## src/rtl/core/audio_rate_drop_duplicate_unit_macros.svh

```systemverilog
// Assertion macros for the audio rate drop/duplicate unit.
// Expects i_clk and i_rst_n in the scope of use.
`ifndef AUDIO_RATE_DROP_DUPLICATE_UNIT_MACROS_SVH
`define AUDIO_RATE_DROP_DUPLICATE_UNIT_MACROS_SVH

// Checked only outside reset.
`define ARDD_ASSERT(lbl, prop) \
    lbl: assert property (@(posedge i_clk) disable iff (!i_rst_n) prop) \
        else $error("ardd assertion failed");

// Checked in reset too.
`define ARDD_ASSERT_RST(lbl, prop) \
    lbl: assert property (@(posedge i_clk) prop) \
        else $error("ardd reset assertion failed");

`endif

```

## src/rtl/core/ardd_pkg.sv

```systemverilog
// Shared constants, types and helpers for the drop/duplicate unit.
// No dependencies.
package ardd_pkg;

    localparam int MAX_CHANNELS = 8;
    localparam int CH_W         = $clog2(MAX_CHANNELS);
    localparam int SMP_W        = 16;
    localparam int PH_W         = 16;
    localparam int CNT_W        = 4;
    localparam int CFG_IDX_W    = 2;
    localparam int CFG_DATA_W   = 16;
    localparam int Q_DEPTH      = 4;
    localparam int Q_AW         = $clog2(Q_DEPTH);

    localparam logic [CFG_IDX_W-1:0] REG_MODE      = 2'd0;
    localparam logic [CFG_IDX_W-1:0] REG_PHASE_INC = 2'd1;
    localparam logic [CFG_IDX_W-1:0] REG_PHASE_THR = 2'd2;
    localparam logic [CFG_IDX_W-1:0] REG_CH_COUNT  = 2'd3;

    localparam logic [PH_W-1:0]  RST_PHASE_INC = 16'd1025;
    localparam logic [PH_W-1:0]  RST_PHASE_THR = 16'd25025;
    localparam logic [CNT_W-1:0] RST_CH_COUNT  = 4'd2;

    localparam logic MODE_DROP = 1'b0;
    localparam logic MODE_DUP  = 1'b1;

    typedef struct packed {
        logic            mode;
        logic [PH_W-1:0] inc;
        logic [PH_W-1:0] thr;
        logic [CH_W-1:0] last_ch;
    } t_cfg;

    typedef struct packed {
        logic signed [SMP_W-1:0] sample;
        logic [CH_W-1:0]         ch;
        logic                    drop;
        logic                    replay;
        logic [CH_W-1:0]         last_ch;
    } t_entry;

    typedef struct packed {
        logic replaying;
        logic out_valid;
    } t_back_sts;

    // Position of the last channel in a frame; zero counts as one channel.
    function automatic logic [CH_W-1:0] eff_last_ch(input logic [CNT_W-1:0] cnt);
        logic [CH_W-1:0] r;
        if (cnt == '0) begin
            r = '0;
        end else if (cnt > CNT_W'(MAX_CHANNELS)) begin
            r = CH_W'(MAX_CHANNELS - 1);
        end else begin
            r = CH_W'(cnt - CNT_W'(1));
        end
        return r;
    endfunction

endpackage

```

## src/rtl/core/ardd_queue.sv

```systemverilog
// Short FIFO of classified beats between front and back ends.
// Depends on ardd_pkg.
module ardd_queue import ardd_pkg::*; (
    input  logic   i_clk,
    input  logic   i_rst_n,
    input  logic   i_push,
    input  t_entry i_entry,
    input  logic   i_pop,
    output logic   o_full,
    output logic   o_valid,
    output t_entry o_entry
);

    t_entry          r_mem [Q_DEPTH];
    logic [Q_AW-1:0] r_wp, r_rp;
    logic [Q_AW:0]   r_cnt;

    assign o_full  = (r_cnt == (Q_AW+1)'(Q_DEPTH));
    assign o_valid = (r_cnt != '0);
    assign o_entry = r_mem[r_rp];

    always_ff @(posedge i_clk) begin
        if (i_push) begin
            r_mem[r_wp] <= i_entry;
        end
    end

    always_ff @(posedge i_clk) begin
        if (!i_rst_n) begin
            r_wp  <= '0;
            r_rp  <= '0;
            r_cnt <= '0;
        end else begin
            if (i_push) begin
                r_wp <= r_wp + Q_AW'(1);
            end
            if (i_pop) begin
                r_rp <= r_rp + Q_AW'(1);
            end
            r_cnt <= r_cnt + (Q_AW+1)'(i_push) - (Q_AW+1)'(i_pop);
        end
    end

endmodule

```

## config.mk

```make
export PLATFORM = sky130hd
export DESIGN_NAME = ardd_queue
export DESIGN_NICKNAME = d
export VERILOG_FILES = /design/src/rtl/core/audio_rate_drop_duplicate_unit_macros.svh /design/src/rtl/core/ardd_pkg.sv /design/src/rtl/core/ardd_queue.sv
export SDC_FILE = /design/constraint.sdc
export NUM_CORES = 1
export LEC_CHECK = 0
export BUFFER_PORTS_ARGS = -buffer_cell sky130_fd_sc_hd__buf_2
export CAP_MARGIN = 10
export CORE_UTILIZATION = 42
export CTS_CLUSTER_DIAMETER = 80
export DETAILED_ROUTE_END_ITERATION = 10
export PLACE_DENSITY = 0.58
export SYNTH_ARGS = -nofsm -noshare
export SYNTH_HDL_FRONTEND = slang
export SYNTH_SLANG_ARGS = --single-unit
```

## constraint.sdc

```tcl
create_clock -name i_clk -period 2.9 [get_ports i_clk]
set_clock_uncertainty 0.15 [all_clocks]
set_input_delay 0.145 -clock i_clk [delete_from_list [all_inputs] [get_ports i_clk]]
set_output_delay 0.145 -clock i_clk [all_outputs]
set_load 0.02 [all_outputs]
```

==> impl_metrics.json, run 1 <==
{
  "critPathKind": "reg2out",
  "violations": "design-rule violations",
  "hpwl_mm": 3.621,
  "root_buffer": "clkbuf_8",
  "synthesis.area_sq_um": 3948,
  "path_max_fanout": 24,
  "core_area_sq_um": 9153,
  "timing.final.crit_share": 0.7445,
  "synth_top_area_frac": 0.7303,
  "cp_data_required_time_ns": 2.61,
  "grt_pass1_vias": 1948,
  "setup_viol_count_final": 0,
  "wire_per_inst_microns": 16.07,
  "antenna_found_initial": 0,
  "postCtsSetupBuffers": 0,
  "drive_above_1_share": 0.3623,
  "regArea_sq_um": 3064,
  "maxCapViolCount": 0,
  "hold_ws_ns": 0.3685,
  "fin_cells": 376,
  "die_h_microns": 98.95,
  "port_buffers": 53,
  "drt_wl_total_mm": 6.042,
  "synth_nets": 204,
  "endpoint_kind": "output port",
  "stdcell_area_sq_um": 4806,
  "setup_slack_ns": 0.7408,
  "cts_tree": "done",
  "synth-seq-cells": 105,
  "p_per_area_nw_per_um2": 642.3,
  "nets": 295,
  "drtAntennaViolNets": 0,
  "htree_levels": 3,
  "detailed_place.area_sq_um": 4333,
  "rows": 35,
  "arrival_ns": 1.86,
  "fmax_mhz": 463.1,
  "dp_slack_ns": 1.072,
  "tightest_slew_ns": 0.4613,
  "maxSlewViolCount": 0,
  "clk_latency_ns": 0.35,
  "synth-warning-count": 0,
  "drtIter0Drc": 47,
  "grt_usage": 0.1314,
  "yosys.cell_types.count": 21,
  "vias": 1830,
  "relSlewSlack": 0.6925,
  "min_path_type": "in2reg",
  "worstSetupStartpointType": "flip-flop",
  "dp_cells": 333,
  "yosysSeqAreaShare": 0.7759,
  "clock_sinks": 105,
  "ios": 54,
  "tns_ns": 0,
  "rsz0062_at_grt": "false",
  "mostFrequentLayoutCells": "96 x edfxtp_1, 53 x buf_2, 27 x dlygate4sd3_1",
  "first_pass_iters": 7,
  "globalplace.congestion": 0.6506,
  "detail_route.vias_per_cell": 4.867,
  "total_leakage_power_nw": 1.696,
  "grt_pass1_wl_mm": 9.418,
  "dieArea_sq_um": 9790,
  "synth_area_leaders": "edfxtp_1 73%, mux4_2 11%, dfxtp_1 4.6%",
  "synthCells": 169,
  "status": "finished, violations left",
  "cts_inserted_buffers": 9,
  "grt_max_degree": 25,
  "fillCellCount": 724,
  "synth_area_per_cell_sq_um": 23.36,
  "synth_ff_type": "edfxtp_1",
  "antenna_cells": 0,
  "r2r_setup_slack_ns": 1.17,
  "grt_overflow": 0,
  "min_period_ns": 2.159,
  "syn2layout_area_growth_pct": 21.74,
  "final_common_cell": "edfxtp_1",
  "drc": 2,
  "ir_drop_v": 0.0003106,
  "synth-edff-count": 96,
  "reg2reg_from": "r_cnt[0]",
  "yosysTopAreaCell": "edfxtp_1",
  "hold_start": "i_entry[6]",
  "die_w_microns": 98.95,
  "path_clk_slew_ns": 0.10,
  "finalHoldViolCount": 0,
  "multi_input_area_sq_um": 793.3,
  "cts_buffer_depth": 2,
  "synthArstFlopShare": 0,
  "cts_resized": 0,
  "initial_core_util": 0.4313
}
## power by group
| group | switching (W) | leakage (nW) | internal [W] | total [W] |
|---|---|---|---|---|
| Combinational | 0.000225 | 0.640 | 0.000202 | 0.000427 |
| Sequential | 0.0000246 | 0.957 | 0.00174 | 0.00176 |
| Clock | 0.000486 | 0.0994 | 0.000413 | 0.000899 |
## kinds of logic after synthesis
family | synth area share
flip-flops | 0.7759
buffers and inverters | 0.02314
AND/OR/NAND/NOR | 0.01934
XOR/XNOR | 0.01046
AO/OA/AOI/OAI | 0.003802
adder cells (fa/ha/maj) | 0.02409
multiplexers | 0.1433
## per-stage QoR
stage	util	total power, W
after global placement	0.4734	0.002200
after CTS	0.5251	0.003121
final	0.5251	0.003087
after floorplan	-	0.002081
after detailed placement	0.4734	0.002204
after global routing	0.5251	0.003213
## per-layer routing
metal	track usage	up-vias	part of all wire
li1	-	866	-
met4	0.06200	0	0.015
met5	0	-	0
met1	0.1543	926	0.43
met3	0.02340	9	0.027
met2	0.2345	29	0.52
## cells in the mapped netlist (2+ instances only)
master     n
ha_1       6
edfxtp_1  96
and2_1     6
dfxtp_1    9
buf_2      2
buf_12     2
nor2_1     5
inv_1      7
mux4_1     4
mux4_2    20
xnor2_1    2
## flip-flops by register name, indices dropped and copies added (netlist names), named ones only
name	cells
r_cnt	3
r_mem	96
r_rp	2
r_wp	2
## worst paths after layout
kind,cells past startpoint,endpoint
hold / removal,2,r_mem[2][6]
setup / recovery,3,o_entry[20]
setup reg to reg,7,r_cnt[2]
hold reg to reg,2,r_rp[1]
## worst max-delay path: stages, from the launching register on
cell	delay [ns]
dfxtp_2	0.32
buf_4	0.40
mux4_1	0.62
buf_2	0.17
## final cells by class
cell class,count,area share
flip-flops and latches,105,0.6376
well taps,111,0.02890
repair buffers,86,0.1208
clock inverters,6,0.01562
multi-input cells,51,0.1651
inverters,7,0.005467
clock buffers,10,0.02656
## timing repair
action,in CTS,in global routing
setup endpoints to repair,0,0
endpoints found under the hold margin,105,0
hold buffers,27,0
Note: power is estimated with default switching activity, not from simulation.
==> run 2, diff against run 1 <==
==> constraint.sdc (replaced) <==
create_clock -name i_clk -period 2 [get_ports i_clk]
set_clock_uncertainty 0.15 [all_clocks]
set_input_delay 0.1 -clock i_clk [delete_from_list [all_inputs] [get_ports i_clk]]
set_output_delay 0.1 -clock i_clk [all_outputs]
set_load 0.02 [all_outputs]
==> impl_metrics.json, run 2 (synthesis results as in run 1) <==
{
  "finalHoldViolCount": 0,
  "largest_reg_flops": 96,
  "postCtsSetupBuffers": 0,
  "drtIter0Drc": 73,
  "clock_sinks": 105,
  "root_buffer": "clkbuf_8",
  "maxCapViolCount": 0,
  "clk_latency_ns": 0.35,
  "fmax_mhz": 528.8,
  "grt_max_degree": 25,
  "drt_wl_total_mm": 6.162,
  "power_frac_seq": 0.578,
  "antenna_cells": 0,
  "cpPeakStageDelay_ns": 0.55,
  "timing.final.crit_share": 0.9455,
  "cts_buffer_depth": 2,
  "die_h_microns": 98.95,
  "cts_inserted_buffers": 9,
  "endpoint_kind": "output port",
  "combinationalPowerShare": 0.145,
  "ir_drop_v": 0.0004429,
  "violations": "design-rule violations",
  "min_period_ns": 1.891,
  "grt_pass1_wl_mm": 9.680,
  "crit_buf_inv": 2,
  "p_int_w": 0.003401,
  "dieArea_sq_um": 9790,
  "ios": 54,
  "final_common_cell": "edfxtp_1",
  "total_leakage_power_nw": 1.724,
  "globalplace.congestion": 0.6462,
  "initial_core_util": 0.4313,
  "p_switching_w": 0.001019,
  "core_area_sq_um": 9153,
  "cts_tree": "done",
  "drive_above_1_share": 0.3667,
  "crit_slowest_cell": "mux4_1",
  "maxSlewViolCount": 0,
  "arrival_ns": 1.64,
  "worstSetupStartpointType": "flip-flop",
  "antenna_found_initial": 0,
  "max_flop_register": "r_mem",
  "syn2layout_area_growth_pct": 23.04,
  "nets": 300,
  "first_pass_iters": 7,
  "drtAntennaViolNets": 0,
  "swShare": 0.2306,
  "vias": 1848,
  "mostFrequentLayoutCells": "96 x edfxtp_1, 53 x buf_2, 27 x dlygate4sd3_1",
  "wire_per_inst_microns": 16.17,
  "fin_util": 0.5307,
  "hpwl_mm": 3.755,
  "grt_pass1_vias": 1899,
  "htree_levels": 3,
  "grt_usage": 0.1366,
  "tns_ns": 0,
  "drc": 2,
  "tightest_slew_ns": 0.4266,
  "rsz0062_at_grt": "false",
  "min_path_type": "in2reg",
  "status": "finished, violations left",
  "detail_route.vias_per_cell": 4.850,
  "relSlewSlack": 0.7156,
  "setup_viol_count_final": 0,
  "p_clk_frac": 0.276,
  "critical-path-top-delay-family": "multiplexers",
  "grt_overflow": 0,
  "p_per_area_nw_per_um2": 910.1,
  "hold_ws_ns": 0.3431,
  "port_buffers": 53,
  "reg.largest.list": "r_mem x96, r_cnt x3",
  "die_w_microns": 98.95,
  "cp_data_required_time_ns": 1.75,
  "path_clk_slew_ns": 0.09,
  "path_max_fanout": 12,
  "cts_resized": 0,
  "critPathKind": "reg2out",
  "cp_cell_sequence": "buf_12, mux4_1, buf_2",
  "rows": 35
}
==> run 2: changes by cell type in the layout (fill, tap and decap cells not counted), sizes merged <==
cell    delta
buf        +4
clkbuf     +1
clkinv     +3
inv        -3
==> run 2: layer usage <==
layer  part of all wire  track usage  vias to the layer above
met5                  0            0                        -
met4              0.022      0.07233                        0
met3              0.035      0.02766                       11
met2               0.49       0.2200                       34
met1               0.45       0.1763                      927
li1                   -            -                      876
==> run 2: worst paths after layout <==
check           endpoint  cells after the start  startpoint  slack (ns)
max          o_entry[23]                      3   flip-flop        0.11
min          r_mem[0][0]                      2  i_entry[0]        0.34
max reg2reg     r_cnt[2]                      7    r_cnt[0]        0.29
min reg2reg      r_rp[1]                      2     r_rp[0]        0.40
==> run 2: area by class of cell <==
class | instances | area [sq um]
inverter | 7 | 26.28
clock inverter | 6 | 58.81
fill | 726 | 4295
tap | 111 | 138.9
timing repair buffer | 91 | 648.1
sequential | 105 | 3064
clock buffer | 10 | 127.6
multi-input combinational | 51 | 793.3
==> run 2: power groups by stage <==
stage | registers, W | clock network, W | logic (W)
5_1_grt | 0.00257 | 0.00135 | 0.000704
3_3_place_gp | 0.00260 | 0 | 0.000604
6_report | 0.00256 | 0.00122 | 0.000642
2_1_floorplan | 0.00260 | 0 | 0.000422
4_1_cts | 0.00256 | 0.00126 | 0.000647
3_5_place_dp | 0.00261 | 0 | 0.000605
==> run 2: timing repair <==
item | in CTS | in global routing
hold buffers | 27 | 0
hold endpoints to repair | 105 | 0
endpoints found under the setup margin | 0 | 1
==> run 2: metrics by stage <==
step / total power (W) / setup slack (ns) / area (sq um) / instances
floorplan: 0.003017 / 0.3145 / 3948 / 169
global placement: 0.003206 / 0.3170 / 4375 / 337
detailed placement: 0.003211 / 0.2925 / 4375 / 337
CTS: 0.004461 / 0.03563 / 4832 / 380
global route: 0.004621 / 0.03294 / 4857 / 381
finish: 0.004421 / 0.1091 / 4857 / 381
==> run 3, diff against run 2 <==
--- a/config.mk
+++ b/config.mk
@@ -7,10 +7,10 @@
 export LEC_CHECK = 0
 export BUFFER_PORTS_ARGS = -buffer_cell sky130_fd_sc_hd__buf_2
 export CAP_MARGIN = 10
-export CORE_UTILIZATION = 42
+export CORE_UTILIZATION = 55
 export CTS_CLUSTER_DIAMETER = 80
 export DETAILED_ROUTE_END_ITERATION = 10
-export PLACE_DENSITY = 0.58
+export PLACE_DENSITY = 0.74
 export SYNTH_ARGS = -nofsm -noshare
 export SYNTH_HDL_FRONTEND = slang
 export SYNTH_SLANG_ARGS = --single-unit
==> impl_metrics.json, run 3 (synthesis results as in run 1) <==
{
  "timing.hold.worst_endpoint": "r_mem[0][16]",
  "fmax_mhz": 520.4,
  "p_per_area_nw_per_um2": 938.9,
  "drtIter0Drc": 167,
  "rsz0062_at_grt": "false",
  "globalplace.congestion": 0.6966,
  "die_h_microns": 86.72,
  "drtAntennaViolNets": 0,
  "grt_overflow": 0,
  "cts_inserted_buffers": 9,
  "clock_sinks": 105,
  "path_clk_slew_ns": 0.09,
  "hold_start": "i_entry[16]",
  "crit_slowest_cell": "mux4_1",
  "maxSlewViolCount": 0,
  "drc": 0,
  "initial_core_util": 0.5747,
  "grt_pass1_wl_mm": 10.02,
  "grt_max_degree": 25,
  "maxCapViolCount": 0,
  "relSlewSlack": 0.7748,
  "mostFrequentLayoutCells": "96 x edfxtp_1, 53 x buf_2, 27 x dlygate4sd3_1",
  "reg2reg_from": "r_cnt[0]",
  "tns_ns": 0,
  "fin_util": 0.7080,
  "hold_path_depth": 2,
  "reg2reg_depth": 7,
  "nets": 300,
  "cp_cell_sequence": "buf_12, mux4_1, buf_2",
  "drt_wl_total_mm": 6.459,
  "vias": 1902,
  "status": "finished clean",
  "port_buffers": 53,
  "total_leakage_power_nw": 1.734,
  "min_path_type": "in2reg",
  "hpwl_mm": 3.992,
  "clk_latency_ns": 0.34,
  "r2r_setup_slack_ns": 0.23,
  "core_area_sq_um": 6869,
  "endpoint_kind": "output port",
  "cts_buffer_depth": 2,
  "ios": 54,
  "htree_levels": 3,
  "crit_buf_inv": 2,
  "dieArea_sq_um": 7520,
  "ir_drop_v": 0.0006463,
  "path_max_fanout": 12,
  "worstSetupStartpointType": "flip-flop",
  "wire_per_inst_microns": 17.65,
  "die_w_microns": 86.72,
  "grt_pass1_vias": 2020,
  "rows": 30,
  "antenna_found_initial": 0,
  "fillCellCount": 428,
  "timing.final.crit_share": 0.9607,
  "cts_resized": 0,
  "critPathKind": "reg2out",
  "detail_route.vias_per_cell": 5.197,
  "min_period_ns": 1.921,
  "syn2layout_area_growth_pct": 23.20,
  "critical-path-top-delay-family": "multiplexers",
  "cts_tree": "done",
  "finalHoldViolCount": 0,
  "final_common_cell": "edfxtp_1",
  "cpPeakStageDelay_ns": 0.57,
  "root_buffer": "clkbuf_8",
  "drive_above_1_share": 0.3667,
  "tightest_slew_ns": 0.3378,
  "setup_viol_count_final": 0,
  "arrival_ns": 1.67,
  "cp_data_required_time_ns": 1.75,
  "first_pass_iters": 4,
  "hold_ws_ns": 0.3483,
  "rr_endpoint": "r_cnt[2]",
  "p_total_w": 0.004566,
  "grt_usage": 0.1898,
  "reg.largest.list": "r_mem x96, r_cnt x3",
  "max_flop_register": "r_mem",
  "largest_reg_flops": 96,
  "antenna_cells": 0
}
[run 3: cell count changes in the layout (fill, tap and decap cells not counted)]
cell and delta:
clkbuf_1 +1, bufinv_16 +1, clkinv_1 -1, clkinv_2 -1
[run 3: worst max-delay path by stage]
stage | startpoint | to | depth (start not counted)
finish | flip-flop | o_entry[21] | 3
global route | flip-flop | o_entry[21] | 3
CTS | flip-flop | o_entry[21] | 3
detailed placement | r_cnt[0] | r_cnt[2] | 7
global placement | r_cnt[0] | r_cnt[2] | 7
floorplan | r_wp[0] | r_mem[2][0] | 3
[run 3: worst register-to-register path: stages, from the launching register on]
cell and delay [ns]:
dfxtp_1 0.34, inv_1 0.06, ha_1 0.27, inv_1 0.04, ha_1 0.18, fa_1 0.38
xor3_1 0.21, nor2_1 0.04
[run 3: per-layer routing]
layer / vias up / global-route usage / routed length [microns]
met1: 970 / 0.2253 / 2718
met2: 44 / 0.3348 / 3463
met5: - / 0 / 0
met3: 9 / 0.03238 / 185
met4: 0 / 0.09848 / 92
li1: 879 / - / -
[run 3: power breakdown]
group | internal [W] | switching [W] | leakage (nW) | total, W
logic | 0.000314 | 0.000337 | 0.677 | 0.000651
clock network | 0.000705 | 0.000651 | 0.101 | 0.00136
registers | 0.00252 | 0.0000418 | 0.957 | 0.00256
[run 3: metrics by stage]
stage,instance area (sq um),worst slack (ns),instances
floorplan,3948,0.3145,169
global placement,4357,0.3231,322
detailed placement,4357,0.2370,322
CTS,4838,0.005377,365
global route,4863,0.01062,366
finish,4863,0.07856,366
[run 3: what timing repair did]
action | 4_1_cts | 5_1_grt
hold buffers | 27 | 0
hold endpoints to repair | 105 | 0
setup buffers | 0 | 0
endpoints found under the setup margin | 0 | 2
[run 3: area by class of cell]
cell class	count	area (sq um)	share of cell area
Multi-Input combinational cell	51	793.3	0.1631
Sequential cell	105	3064	0.6300
Clock inverter	5	80.08	0.01647
Clock buffer	11	131.4	0.02701
Tap cell	96	120.1	0.02470
Timing Repair Buffer	91	648.1	0.1333
Inverter	7	26.28	0.005403
